--- config.mk ---
export PLATFORM = sky130hd
export DESIGN_NAME = c_string_byte_escaper_core
export DESIGN_NICKNAME = d
export VERILOG_FILES = /design/src/rtl/cse_pkg.sv /design/src/rtl/cse_front.sv /design/src/rtl/cse_queue.sv /design/src/rtl/cse_back.sv /design/src/rtl/c_string_byte_escaper_core.sv
export SDC_FILE = /design/constraint.sdc
export NUM_CORES = 1
export LEC_CHECK = 0
export BUFFER_PORTS_ARGS = -buffer_cell sky130_fd_sc_hd__buf_2
export CORE_MARGIN = 2
export CORE_UTILIZATION = 48
export DETAILED_ROUTE_END_ITERATION = 10
export PLACE_DENSITY = 0.66
export SYNTH_ARGS = -nofsm -noshare
export SYNTH_HDL_FRONTEND = slang
export SYNTH_SLANG_ARGS = --single-unit
export TNS_END_PERCENT = 50
--- constraint.sdc ---
create_clock -name clk -period 15.8 [get_ports clk]
set_clock_uncertainty 0.2 [all_clocks]
set_input_delay 0.79 -clock clk [delete_from_list [all_inputs] [get_ports clk]]
set_output_delay 0.79 -clock clk [all_outputs]
set_load 0.05 [all_outputs]
--- src/rtl/cse_pkg.sv ---
package cse_pkg;

  localparam int COUNT_WIDTH = 17;
  localparam int LIMIT_WIDTH = 16;
  localparam int CMP_WIDTH   = ((COUNT_WIDTH > LIMIT_WIDTH) ? COUNT_WIDTH : LIMIT_WIDTH) + 1;
  localparam int LEN_WIDTH   = 3;

  localparam int QUEUE_DEPTH = 2;
  localparam int QPTR_WIDTH  = (QUEUE_DEPTH > 1) ? $clog2(QUEUE_DEPTH) : 1;
  localparam int QCNT_WIDTH  = $clog2(QUEUE_DEPTH + 1);

  localparam logic [7:0] CH_NUL    = 8'h00;
  localparam logic [7:0] CH_TAB    = 8'h09;
  localparam logic [7:0] CH_LF     = 8'h0A;
  localparam logic [7:0] CH_CR     = 8'h0D;
  localparam logic [7:0] CH_QUOTE  = 8'h22;
  localparam logic [7:0] CH_DOT    = 8'h2E;
  localparam logic [7:0] CH_DIGIT0 = 8'h30;
  localparam logic [7:0] CH_BSLASH = 8'h5C;
  localparam logic [7:0] CH_N      = 8'h6E;
  localparam logic [7:0] CH_R      = 8'h72;
  localparam logic [7:0] CH_T      = 8'h74;
  localparam logic [7:0] CH_X      = 8'h78;
  localparam logic [7:0] CH_LOW_PRINT  = 8'd32;
  localparam logic [7:0] CH_HIGH_PRINT = 8'd126;
  localparam logic [3:0] NIBBLE_MASK   = 4'hF;

  typedef enum logic [2:0] {
    KIND_ERR,
    KIND_DOTS,
    KIND_ESC2,
    KIND_HEX,
    KIND_PLAIN,
    KIND_TERM
  } kind_t;

  typedef struct packed {
    kind_t      kind;
    logic [7:0] data;
    logic       term;
  } job_t;

  typedef struct packed {
    logic valid;
    job_t job;
  } q_wr_t;

  function automatic logic [7:0] hex_char(input logic [3:0] nib);
    logic [7:0] c;
    case (nib & NIBBLE_MASK)
      4'h0: c = 8'h30;
      4'h1: c = 8'h31;
      4'h2: c = 8'h32;
      4'h3: c = 8'h33;
      4'h4: c = 8'h34;
      4'h5: c = 8'h35;
      4'h6: c = 8'h36;
      4'h7: c = 8'h37;
      4'h8: c = 8'h38;
      4'h9: c = 8'h39;
      4'hA: c = 8'h41;
      4'hB: c = 8'h42;
      4'hC: c = 8'h43;
      4'hD: c = 8'h44;
      4'hE: c = 8'h45;
      default: c = 8'h46;
    endcase
    return c;
  endfunction

endpackage

--- src/rtl/cse_front.sv ---
module cse_front (
  input  logic                           clk,
  input  logic                           rst,
  input  logic [cse_pkg::LIMIT_WIDTH-1:0] output_limit,
  input  logic                           data_valid,
  input  logic [7:0]                     data_byte,
  input  logic                           last_byte,
  input  logic                           queue_full,
  output logic                           data_stall,
  output cse_pkg::q_wr_t                 q_wr
);

  logic [cse_pkg::COUNT_WIDTH-1:0] emitted_length;
  logic [cse_pkg::COUNT_WIDTH-1:0] emitted_length_next;
  logic                            truncated;
  logic                            truncated_next;

  logic                            accept;
  logic                            limit_bad;
  logic                            simple_esc;
  logic [cse_pkg::LEN_WIDTH-1:0]   len;
  logic [cse_pkg::CMP_WIDTH-1:0]   sum;
  logic [cse_pkg::CMP_WIDTH-1:0]   thresh;
  logic                            over;
  logic [cse_pkg::LEN_WIDTH-1:0]   amount;
  logic [cse_pkg::COUNT_WIDTH:0]   added;
  cse_pkg::job_t                   job;
  logic                            push;

  assign data_stall = queue_full;
  assign accept     = data_valid && !data_stall;
  assign limit_bad  = (output_limit == cse_pkg::LIMIT_WIDTH'(1)) ||
                      (output_limit == cse_pkg::LIMIT_WIDTH'(2));

  always_comb begin
    simple_esc = (data_byte == cse_pkg::CH_BSLASH) || (data_byte == cse_pkg::CH_QUOTE) ||
                 (data_byte == cse_pkg::CH_TAB) || (data_byte == cse_pkg::CH_CR) ||
                 (data_byte == cse_pkg::CH_LF);
    if ((data_byte == cse_pkg::CH_NUL) || simple_esc) begin
      len = cse_pkg::LEN_WIDTH'(2);
    end else if ((data_byte < cse_pkg::CH_LOW_PRINT) || (data_byte > cse_pkg::CH_HIGH_PRINT)) begin
      len = cse_pkg::LEN_WIDTH'(4);
    end else begin
      len = cse_pkg::LEN_WIDTH'(1);
    end
    sum    = cse_pkg::CMP_WIDTH'(emitted_length) + cse_pkg::CMP_WIDTH'(len);
    thresh = cse_pkg::CMP_WIDTH'(output_limit) - cse_pkg::CMP_WIDTH'(3);
    over   = (output_limit != '0) && (sum > thresh);
    amount = over ? cse_pkg::LEN_WIDTH'(3) : len;
    added  = {1'b0, emitted_length} + (cse_pkg::COUNT_WIDTH + 1)'(amount);
  end

  always_comb begin
    job.term = last_byte;
    job.data = data_byte;
    job.kind = cse_pkg::KIND_PLAIN;
    push     = 1'b1;
    emitted_length_next = emitted_length;
    truncated_next      = truncated;
    if (limit_bad) begin
      job.kind = cse_pkg::KIND_ERR;
      job.term = 1'b0;
    end else if (truncated) begin
      job.kind = cse_pkg::KIND_TERM;
      push     = last_byte;
    end else begin
      if (added[cse_pkg::COUNT_WIDTH]) begin
        emitted_length_next = '1;
      end else begin
        emitted_length_next = added[cse_pkg::COUNT_WIDTH-1:0];
      end
      if (over) begin
        job.kind       = cse_pkg::KIND_DOTS;
        truncated_next = 1'b1;
      end else if (data_byte == cse_pkg::CH_NUL) begin
        job.kind = cse_pkg::KIND_ESC2;
        job.data = cse_pkg::CH_DIGIT0;
      end else if (simple_esc) begin
        job.kind = cse_pkg::KIND_ESC2;
        if (data_byte == cse_pkg::CH_TAB) begin
          job.data = cse_pkg::CH_T;
        end else if (data_byte == cse_pkg::CH_CR) begin
          job.data = cse_pkg::CH_R;
        end else if (data_byte == cse_pkg::CH_LF) begin
          job.data = cse_pkg::CH_N;
        end
      end else if (len == cse_pkg::LEN_WIDTH'(4)) begin
        job.kind = cse_pkg::KIND_HEX;
      end
    end
    if (last_byte) begin
      emitted_length_next = '0;
      truncated_next      = 1'b0;
    end
  end

  assign q_wr.valid = accept && push;
  assign q_wr.job   = job;

  always_ff @(posedge clk) begin
    if (rst) begin
      emitted_length <= '0;
      truncated      <= 1'b0;
    end else if (accept) begin
      emitted_length <= emitted_length_next;
      truncated      <= truncated_next;
    end
  end

endmodule

--- src/rtl/cse_queue.sv ---
module cse_queue (
  input  logic           clk,
  input  logic           rst,
  input  cse_pkg::q_wr_t q_wr,
  input  logic           pop,
  output logic           full,
  output logic           not_empty,
  output cse_pkg::job_t  head
);

  cse_pkg::job_t                  slots [cse_pkg::QUEUE_DEPTH];
  logic [cse_pkg::QPTR_WIDTH-1:0] wr_ptr;
  logic [cse_pkg::QPTR_WIDTH-1:0] rd_ptr;
  logic [cse_pkg::QCNT_WIDTH-1:0] count;
  logic                           do_push;
  logic                           do_pop;

  assign full      = (count == cse_pkg::QCNT_WIDTH'(cse_pkg::QUEUE_DEPTH));
  assign not_empty = (count != '0);
  assign head      = slots[rd_ptr];
  assign do_push   = q_wr.valid && !full;
  assign do_pop    = pop && not_empty;

  always_ff @(posedge clk) begin
    if (do_push) begin
      slots[wr_ptr] <= q_wr.job;
    end
  end

  always_ff @(posedge clk) begin
    if (rst) begin
      wr_ptr <= '0;
      rd_ptr <= '0;
      count  <= '0;
    end else begin
      if (do_push) begin
        if (wr_ptr == cse_pkg::QPTR_WIDTH'(cse_pkg::QUEUE_DEPTH - 1)) begin
          wr_ptr <= '0;
        end else begin
          wr_ptr <= wr_ptr + 1'b1;
        end
      end
      if (do_pop) begin
        if (rd_ptr == cse_pkg::QPTR_WIDTH'(cse_pkg::QUEUE_DEPTH - 1)) begin
          rd_ptr <= '0;
        end else begin
          rd_ptr <= rd_ptr + 1'b1;
        end
      end
      if (do_push && !do_pop) begin
        count <= count + 1'b1;
      end else if (do_pop && !do_push) begin
        count <= count - 1'b1;
      end
    end
  end

endmodule

--- src/rtl/cse_back.sv ---
module cse_back (
  input  logic          clk,
  input  logic          rst,
  input  logic          job_avail,
  input  cse_pkg::job_t job,
  output logic          pop,
  output logic          char_valid,
  input  logic          char_stall,
  output logic [7:0]    out_char,
  output logic          last_of_run,
  output logic          limit_error
);

  logic [cse_pkg::LEN_WIDTH-1:0] idx;
  logic [cse_pkg::LEN_WIDTH-1:0] body_len;
  logic [cse_pkg::LEN_WIDTH-1:0] total;
  logic [7:0]                    body_char;
  logic [7:0]                    char_next;
  logic                          advance;
  logic                          fire;
  logic                          done;

  always_comb begin
    body_char = job.data;
    case (job.kind)
      cse_pkg::KIND_ERR: begin
        body_len  = cse_pkg::LEN_WIDTH'(1);
        body_char = cse_pkg::CH_NUL;
      end
      cse_pkg::KIND_DOTS: begin
        body_len  = cse_pkg::LEN_WIDTH'(3);
        body_char = cse_pkg::CH_DOT;
      end
      cse_pkg::KIND_ESC2: begin
        body_len = cse_pkg::LEN_WIDTH'(2);
        if (idx == '0) begin
          body_char = cse_pkg::CH_BSLASH;
        end
      end
      cse_pkg::KIND_HEX: begin
        body_len = cse_pkg::LEN_WIDTH'(4);
        case (idx)
          cse_pkg::LEN_WIDTH'(0): body_char = cse_pkg::CH_BSLASH;
          cse_pkg::LEN_WIDTH'(1): body_char = cse_pkg::CH_X;
          cse_pkg::LEN_WIDTH'(2): body_char = cse_pkg::hex_char(job.data[7:4]);
          default:                body_char = cse_pkg::hex_char(job.data[3:0]);
        endcase
      end
      cse_pkg::KIND_PLAIN: begin
        body_len = cse_pkg::LEN_WIDTH'(1);
      end
      default: begin
        body_len = '0;
      end
    endcase
    total     = body_len + cse_pkg::LEN_WIDTH'(job.term);
    char_next = (idx < body_len) ? body_char : cse_pkg::CH_NUL;
  end

  assign advance = !char_valid || !char_stall;
  assign fire    = advance && job_avail;
  assign done    = fire && (idx == total - 1'b1);
  assign pop     = done;

  always_ff @(posedge clk) begin
    if (rst) begin
      char_valid <= 1'b0;
      idx        <= '0;
    end else if (advance) begin
      char_valid <= job_avail;
      if (job_avail) begin
        out_char    <= char_next;
        last_of_run <= (idx == total - 1'b1);
        limit_error <= (job.kind == cse_pkg::KIND_ERR);
        idx         <= done ? '0 : idx + 1'b1;
      end
    end
  end

endmodule

--- src/rtl/c_string_byte_escaper_core.sv ---
// Escapes a byte string into C literal text, one input byte per transaction and one
// output character per transaction, with last_of_run on the final character of each
// input byte. A byte yields 0 to 5 output characters (none when it is dropped after
// truncation, a zero for limit 1 or 2; otherwise plain, two-character escape, \xHH or
// "..." on truncation, plus the terminator on the last byte); the output register
// delivers one character per unstalled cycle, so the result channel sets the rate. A
// two-entry queue between the classifier and the character generator lets input keep
// flowing while a long escape drains. Write output_limit only while the block is idle.
module c_string_byte_escaper_core (
  input  logic                            clk,
  input  logic                            rst,
  input  logic                            output_limit_we,
  input  logic [cse_pkg::LIMIT_WIDTH-1:0] output_limit_wdata,
  input  logic                            data_valid,
  output logic                            data_stall,
  input  logic [7:0]                      data_byte,
  input  logic                            last_byte,
  output logic                            char_valid,
  input  logic                            char_stall,
  output logic [7:0]                      out_char,
  output logic                            last_of_run,
  output logic                            limit_error
);

  logic [cse_pkg::LIMIT_WIDTH-1:0] output_limit;
  cse_pkg::q_wr_t                  q_wr;
  cse_pkg::job_t                   head;
  logic                            q_full;
  logic                            q_not_empty;
  logic                            q_pop;

  always_ff @(posedge clk) begin
    if (rst) begin
      output_limit <= '0;
    end else if (output_limit_we) begin
      output_limit <= output_limit_wdata;
    end
  end

  cse_front u_front (
    .clk          (clk),
    .rst          (rst),
    .output_limit (output_limit),
    .data_valid   (data_valid),
    .data_byte    (data_byte),
    .last_byte    (last_byte),
    .queue_full   (q_full),
    .data_stall   (data_stall),
    .q_wr         (q_wr)
  );

  cse_queue u_queue (
    .clk       (clk),
    .rst       (rst),
    .q_wr      (q_wr),
    .pop       (q_pop),
    .full      (q_full),
    .not_empty (q_not_empty),
    .head      (head)
  );

  cse_back u_back (
    .clk         (clk),
    .rst         (rst),
    .job_avail   (q_not_empty),
    .job         (head),
    .pop         (q_pop),
    .char_valid  (char_valid),
    .char_stall  (char_stall),
    .out_char    (out_char),
    .last_of_run (last_of_run),
    .limit_error (limit_error)
  );

`ifndef NO_ASSERTIONS
  a_err_shape: assert property (@(posedge clk) disable iff (rst)
    (char_valid && limit_error) |-> (out_char == 8'h00 && last_of_run))
    else $error("Error transaction must be a single zero character.");

  a_nul_is_last: assert property (@(posedge clk) disable iff (rst)
    (char_valid && out_char == 8'h00) |-> last_of_run)
    else $error("A zero character must close its run.");

  a_empty_no_stall: assert property (@(posedge clk) disable iff (rst)
    !q_not_empty |-> !data_stall)
    else $error("Input stalled while the queue is empty.");
`endif

endmodule

==> results of run 1 <==
[area by class of cell]
type                       instances  area share, %
clock buffer                       9           2.16
clock inverter                     7           1.00
inverter                          30           1.96
multi-input combinational        459           55.4
sequential                        77           32.8
tap                              140           3.05
timing repair buffer              42           3.70
[registers in the layout, indices dropped and copies added, names as in the netlist, named ones only]
register,cells
u_front.truncated,1
u_queue.wr_ptr,1
u_queue.rd_ptr,1
u_back.out_char,8
u_back.last_of_run,1
u_back.limit_error,1
u_back.idx,3
u_front.emitted_length,17
u_queue.slots,24
output_limit,16
u_queue.count,2
u_back.char_valid,1
[synthesized netlist by cell type (all sizes together), types with 4 or more instances]
master,count
nor2,70
inv,30
nand2,32
mux2,6
o21a,4
nand3,14
or3,4
and3,5
o22ai,4
nor4,8
dfxtp,43
buf,10
ha,41
nand4,14
or2,4
o21ai,33
xor2,15
edfxtp,34
a21oi,45
mux2i,32
nor3,27
and2,5
a21o,8
nand2b,11
clkbuf,14
a31oi,11
xnor2,22
[per-stage QoR]
stage	area [sq um]	power, mW
finish	5740	0.717
CTS	5740	0.722
global placement	5560	0.572
floorplan	5280	0.513
detailed placement	5560	0.580
global route	5740	0.768
[metal layers]
| layer | global-route usage [%] | up-vias | wire length [um] |
|---|---|---|---|
| met5 | 0 | - | 0 |
| met4 | 7.78 | 0 | 269 |
| met3 | 2.63 | 26 | 515 |
| met2 | 39.5 | 130 | 6390 |
| met1 | 24.8 | 2139 | 4960 |
| li1 | - | 2206 | - |
[worst register-to-register path: stages, from the launching register on]
cell and delay (ns):
dfxtp_1 0.37, or4_1 0.68, nor3_4 0.36, o21ai_0 0.27, nor4_1 0.29, xnor2_1 0.17, ha_1 0.27, nand4_1 0.15
nor4_1 0.08, and3_1 0.18, a31oi_1 0.38, nand2_1 0.29, nand2_1 0.12, ha_1 0.18, fa_1 0.24, a21o_1 0.19
nand3_1 0.22, or3_1 0.41, or2_1 0.25, a21oi_1 0.15, o2bb2ai_1 0.08
[power by group through the flow]
stage          sequential, mW  combinational (mW)  clock, mW
2_1_floorplan           0.294               0.219          0
3_3_place_gp            0.274               0.298          0
3_5_place_dp            0.275               0.305          0
4_1_cts                 0.270               0.307      0.144
5_1_grt                 0.275               0.342      0.151
6_report                0.270               0.307      0.140
[worst min-delay path by stage]
stage	endpoint	slack (ns)	startpoint
detailed placement	u_back.char_valid$_SDFFE_PP0N_	0.29	u_back.char_valid$_SDFFE_PP0N_
CTS	u_back.char_valid$_SDFFE_PP0N_	0.30	u_back.char_valid$_SDFFE_PP0N_
global placement	u_back.char_valid$_SDFFE_PP0N_	0.27	u_back.char_valid$_SDFFE_PP0N_
floorplan	u_front.emitted_length[0]$_SDFFE_PP0P_	0.25	u_front.emitted_length[0]$_SDFFE_PP0P_
finish	u_back.char_valid$_SDFFE_PP0N_	0.29	u_back.char_valid$_SDFFE_PP0N_
global route	u_back.char_valid$_SDFFE_PP0N_	0.32	u_back.char_valid$_SDFFE_PP0N_
[kinds of logic after synthesis]
group | after synthesis | synth area share (%)
AND/OR/NAND/NOR | 209 | 20.2
AO/OA/AOI/OAI | 132 | 16.1
flip-flops | 77 | 35.6
buffers and inverters | 54 | 4.22
adder cells (fa/ha/maj) | 43 | 10.5
multiplexers | 38 | 7.34
XOR/XNOR | 37 | 6.13
==> metrics.txt, run 1 <==
Clock Latency Late Sink=0.36 ns; final hold vios=0; number of synthesized flops with an enable pin=34; cts hold-fix bufs=0; Levels on crit path=25; Final Cycle Share=44.6%; Final min period=7.05 ns; Setup crit end=u_front.emitted_length[2]$_SDFFE_PP0P_; footprint of the multi-input gates=3180 sq um; GRT Total Usage=21.2%; Num CTS Buffers=9; max-cap violations=0; ANT cells=0; largest cells by area after synthesis=edfxtp_1, dfxtp_1, ha_1, mux2i_1, nor2_1; Comb pwr share=42.9%; Die X=approximately 110 um; final core utilization=53.2%; crit path DAT=7.14 ns; startpoint types=primary input; DRT antenna net count=0; Post-CTS Setup Bufs=0; warnings from Yosys=0; slowest stage delay, CP=between 0.5 and 0.6 ns; relative slew slack=28.9%; Finished Layout Cells=around 760; sequential area share after synthesis=between 30% and 40%; initial core utilization=about half; total routed wirelength=12100 um; unrepaired setup endpoints after global routing=false; crit end category=flop; Area Growth Syn to Fin=8.69%; # IOs=42; status=finished clean; final-stage net count=692; CP startpoint=data_byte[7]; Chip Height=~110 um; Via density=roughly 5.9; largest net degree at the start of global routing=41; Net Count, Synth=663; Synth async-reset ratio=0%; Die Area=11900 sq um; CTS H-tree depth=3; r2r setup slk=10.16 ns; Yosys top cell area share=19.3%; CP max stage cell=nor2_1; Peak VDD IR=71.0 uV; most common cell after layout, fill and taps aside=nor2_1; vias=~4500; most frequent cells in the layout=nor2_1, a21oi_1, dfxtp_1; ys flop type=dfxtp_1; area leader, netlist=edfxtp_1; Worst EP required=15.88 ns; row count=38; DR WL/cell=15.9 um; setup TNS=0 ns; #FFs+latches synth=77; cell family with most CP delay=simple AND/OR/NAND/NOR gates; post-synthesis cell count=590; P_int=~0.42 mW; Mapped Area=around 5300 sq um; syn avg cell area=8.96 sq um; CTS resizes=0; Hold Path Depth=2; worst hold margin=0.293 ns; R2R cell count=20; initial antenna violation count=0; Worst Path Max Fanout=11; Sequential cell area=1880 sq um; FMAX=0.142 GHz; reg2reg end=u_front.emitted_length[16]$_SDFFE_PP0P_; routability congestion estimate=0.979; Reg power frac=between 30% and 40%; CORE AREA=between 10000 and 15000 sq um; hpwl dp=9250 um; Cell Pwr Density=125 nW/um^2; type of the worst min-delay path=reg -> reg; # port buffers=41; initial detailed-routing violation count=roughly 280; worst reg2reg startpoint=output_limit[2]$_SDFFE_PP0P_; clock tree from TritonCTS=done; synth unique cells=64; clock power share=roughly a fifth; # DRC=0; most used cell, CP=ha_1; final-layout fill cell count=1005; CTS Sinks=77; GR Overflow Total=0; final setup vio count=0; first-pass GRT wire length=20000 um; Tightest Pin Transition=1.06 ns; vias in the first global route=4273; Sw Share=roughly two fifths; clk buf depth=2; Final Slew Violations=0; Clock transition at path regs=0.09 ns; first-pass detailed-route iteration total=5; Setup WS pre-CTS=8.50 ns; Buf+Inv Stages, Crit Path=2; placed cells=748; Switch Pwr=0.297 mW; type of the worst setup path=in -> reg; layout cells sized above 1=12.7%; static leakage=between 2 and 2.5 nW; min setup slack post-route=8.75 ns; CTS root buf=clkbuf_8
Power figures use the tool's default switching activity.
==> inputs of run 2 (changes only) <==
ABC_AREA = 1   (was not set)
PLACE_DENSITY = 0.69   (was 0.66)
clock period = 5.7 ns   (was 15.8 ns; I/O delays follow)
==> run 2 against run 1 <==
Compared with the run above: clock-buffer cell count unchanged; combinational power rose to 3.2 times the previous value; design area up 8.7%; via count up 8.7%; sequential power rose to 2.8 times the previous value; critical path depth up 12; first-iteration DRC count up 2.5%; worst setup slack worse by 8.2 ns; critical endpoint is now u_front.emitted_length[16]$_SDFFE_PP0P_; highest routed layer unchanged.
==> metrics.txt, run 2 <==
area leader, netlist=edfxtp_1; max-cap violations=0 (unchanged); initial core utilization=48.7% (-0.27 points); most frequent cells in the layout=nand2_1, inv_1, nor2_1; first-pass GRT wire length=20600 um (+3.2%); DR WL/cell=12.7 um (-20%); Yosys top cell area share=18.6% (-0.72 points); warnings from Yosys=0 (unchanged); final hold vios=0 (unchanged); final core utilization=55.4% (+2.2 points); CORE AREA=11300 sq um (+4.4%); r2r setup slk=1.18 ns (-8.98 ns); initial antenna violation count=0 (unchanged); cell family with most CP delay=simple AND/OR/NAND/NOR gates; WHS Endpoint=u_back.char_valid$_SDFFE_PP0N_; static leakage=2.92 nW (+25%); DRT antenna net count=0 (unchanged); ys flop type=dfxtp_1; GRT Total Usage=20.3% (-0.98 points); final-stage net count=879 (+27%); total routed wirelength=12100 um (-0.13%); Sequential cell area=1880 sq um (unchanged); sequential area share after synthesis=34.3% (-1.3 points); Net Count, Synth=828 (+25%); cell with the most instances after synthesis=nand2_1; crit end category=flop; CTS root buf=clkbuf_16; Hold Path Depth=3 (+1); vias=4893 (+8.7%); Worst EP required=5.70 ns (-10.18 ns); first-pass detailed-route iteration total=5 (unchanged); footprint of the multi-input gates=3190 sq um (+0.47%); row count=39 (+2.6%); Mapped Area=5490 sq um (+3.9%); FMAX=0.193 GHz; #FFs+latches synth=77 (unchanged); CTS Sinks=77 (unchanged); clk buf depth=2 (unchanged); number of synthesized flops with an enable pin=34 (unchanged); Via density=5.13 (-13%); largest net degree at the start of global routing=26 (-37%); routability congestion estimate=0.905 (-7.5%); Buf+Inv Stages, Crit Path=2 (unchanged); Tightest Pin Transition=1.06 ns (-0.00457 ns); cell area after placement=5800 sq um (+4.3%); Chip Height=111 um (+1.8%); most used cell, CP=nand2_1; GR Overflow Total=0 (unchanged); Setup WS pre-CTS=-0.0398 ns (-8.54 ns); relative slew slack=29.1% (+0.19 points); Cell Pwr Density=369 nW/um^2 (+200%); final setup vio count=0 (unchanged); Worst Hold Launch=char_stall; clock tree from TritonCTS=done; R2R cell count=28 (+40%); status=finished clean; number of flip-flops in the largest register=24 (unchanged); Final Slew Violations=0 (unchanged); layout cells sized above 1=12.8% (+0.16 points); Die X=111 um (+1.8%); startpoint types=primary input; Worst Path Max Fanout=6 (-5); vias in the first global route=4615 (+8.0%); crit path DAT=5.18 ns (-1.96 ns); unrepaired setup endpoints after global routing=false; # port buffers=41 (unchanged); Clock transition at path regs=0.06 ns (-0.03 ns); Final min period=5.18 ns; finished layout cell area=6240 sq um (+8.7%); largest cells by area after synthesis=edfxtp_1, dfxtp_1, nand2_1, ha_1, inv_1; initial detailed-routing violation count=290 (+2.5%); # IOs=42 (unchanged); final-layout fill cell count=1047 (+4.2%); reg2reg end=u_front.emitted_length[16]$_SDFFE_PP0P_; most used standard cells in the synthesized netlist=nand2_1, inv_1, nor2_1; slowest stage delay, CP=0.35 ns (-0.22 ns); Area Growth Syn to Fin=13.8%; CP max stage cell=ha_1; Num CTS Buffers=9 (unchanged); min setup slack post-route=0.521 ns (-8.23 ns); post-synthesis cell count=755 (+28%); type of the worst min-delay path=in -> reg; Peak VDD IR=253 uV (+260%); hpwl dp=8980 um (-2.9%); # DRC=0 (unchanged); Synth async-reset ratio=0% (unchanged); type of the worst setup path=in -> reg; Final Cycle Share=90.9%; CTS H-tree depth=3 (unchanged); synth unique cells=42 (-34%); Clock Latency Late Sink=0.34 ns (-0.02 ns); syn avg cell area=7.27 sq um (-19%); Top Registers=u_queue.slots x24, u_front.emitted_length x17, output_limit x16; Die Area=12300 sq um (+3.7%); ANT cells=0 (unchanged); worst reg2reg startpoint=u_front.emitted_length[2]$_SDFFE_PP0P_; most common cell after layout, fill and taps aside=nand2_1; Reg with most FFs=u_queue.slots
==> run 2: cell types whose count changed after synthesis, sizes merged, moves of 17 or more <==
cell   previous run  this run
mux2i            32         1
nand3            14        41
o21ai            33        53
xnor2            22         3
nand2            32       198
nor2             70        87
xor2             15        32
inv              30       103
==> run 2: repair_timing <==
action                                  in CTS  in global routing
hold endpoints to repair                     9                  0
buffers inserted                             0                  2
endpoints found under the setup margin       0                 17
resized for setup                            0                 10
hold buffers                                 8                  0
==> run 2: cells by family (layout without fill, tap and decap cells) <==
family / after synthesis / count (layout) / share of synthesized area (%)
adder cells (fa/ha/maj): 43 / 43 / 10.1
AND/OR/NAND/NOR: 363 / 364 / 29.8
XOR/XNOR: 35 / 35 / 5.72
AO/OA/AOI/OAI: 121 / 121 / 11.6
buffers and inverters: 115 / 170 / 8.37
flip-flops: 77 / 77 / 34.3
multiplexers: 1 / 1 / 0.182
==> run 2: power breakdown <==
group	switching, mW	total, mW	leakage [nW]	internal [mW]
combinational	0.669	0.976	2.11	0.306
clock	0.241	0.586	0.147	0.344
sequential	0.0530	0.743	0.670	0.690
==> run 2: final cells by class <==
class | count | area share [%]
inverter | 103 | 6.19
clock inverter | 7 | 1.24
tap | 143 | 2.87
sequential | 77 | 30.1
clock buffer | 9 | 3.61
multi-input combinational | 564 | 51.2
timing repair buffer | 51 | 4.81
==> run 2: worst max path at each step <==
| stage | start | to | slack [ns] | cells past startpoint |
|---|---|---|---|---|
| 2_1_floorplan | data_byte[7] | u_front.emitted_length[3]$_SDFFE_PP0P_ | 0.98 | 36 |
| 3_3_place_gp | data_byte[7] | u_front.emitted_length[14]$_SDFFE_PP0P_ | 0.19 | 34 |
| 3_5_place_dp | data_byte[7] | u_front.emitted_length[14]$_SDFFE_PP0P_ | -0.04 | 37 |
| 4_1_cts | data_byte[7] | u_front.emitted_length[12]$_SDFFE_PP0P_ | 0.29 | 37 |
| 5_1_grt | data_byte[7] | u_front.emitted_length[11]$_SDFFE_PP0P_ | 0.03 | 38 |
| 6_report | data_byte[7] | u_front.emitted_length[16]$_SDFFE_PP0P_ | 0.52 | 37 |
==> run 2: tightest hold or removal path, cell delays in order <==
cell and delay (ns):
buf_2 0.10, nand2_1 0.07, a21oi_1 0.06
==> run 2: layer usage <==
metal / wire length (um) / vias up / track usage [%]
met1: 5650 / 2180 / 26.7
met4: 193 / 0 / 6.25
li1: - / 2562 / -
met3: 557 / 18 / 3.55
met5: 0 / - / 0
met2: 5720 / 133 / 34.0
==> run 2: per-stage QoR <==
| stage | total power [mW] | std cells | hold slack, ns | TNS, ns |
|---|---|---|---|---|
| after global placement | 1.68 | 927 | 0.265 | 0 |
| after detailed placement | 1.72 | 927 | 0.282 | -0.231 |
| after CTS | 2.31 | 951 | 0.0161 | 0 |
| after floorplan | 1.51 | 755 | 0.154 | 0 |
| after global routing | 2.48 | 954 | 0.0325 | 0 |
| final | 2.30 | 954 | 0.0187 | 0 |
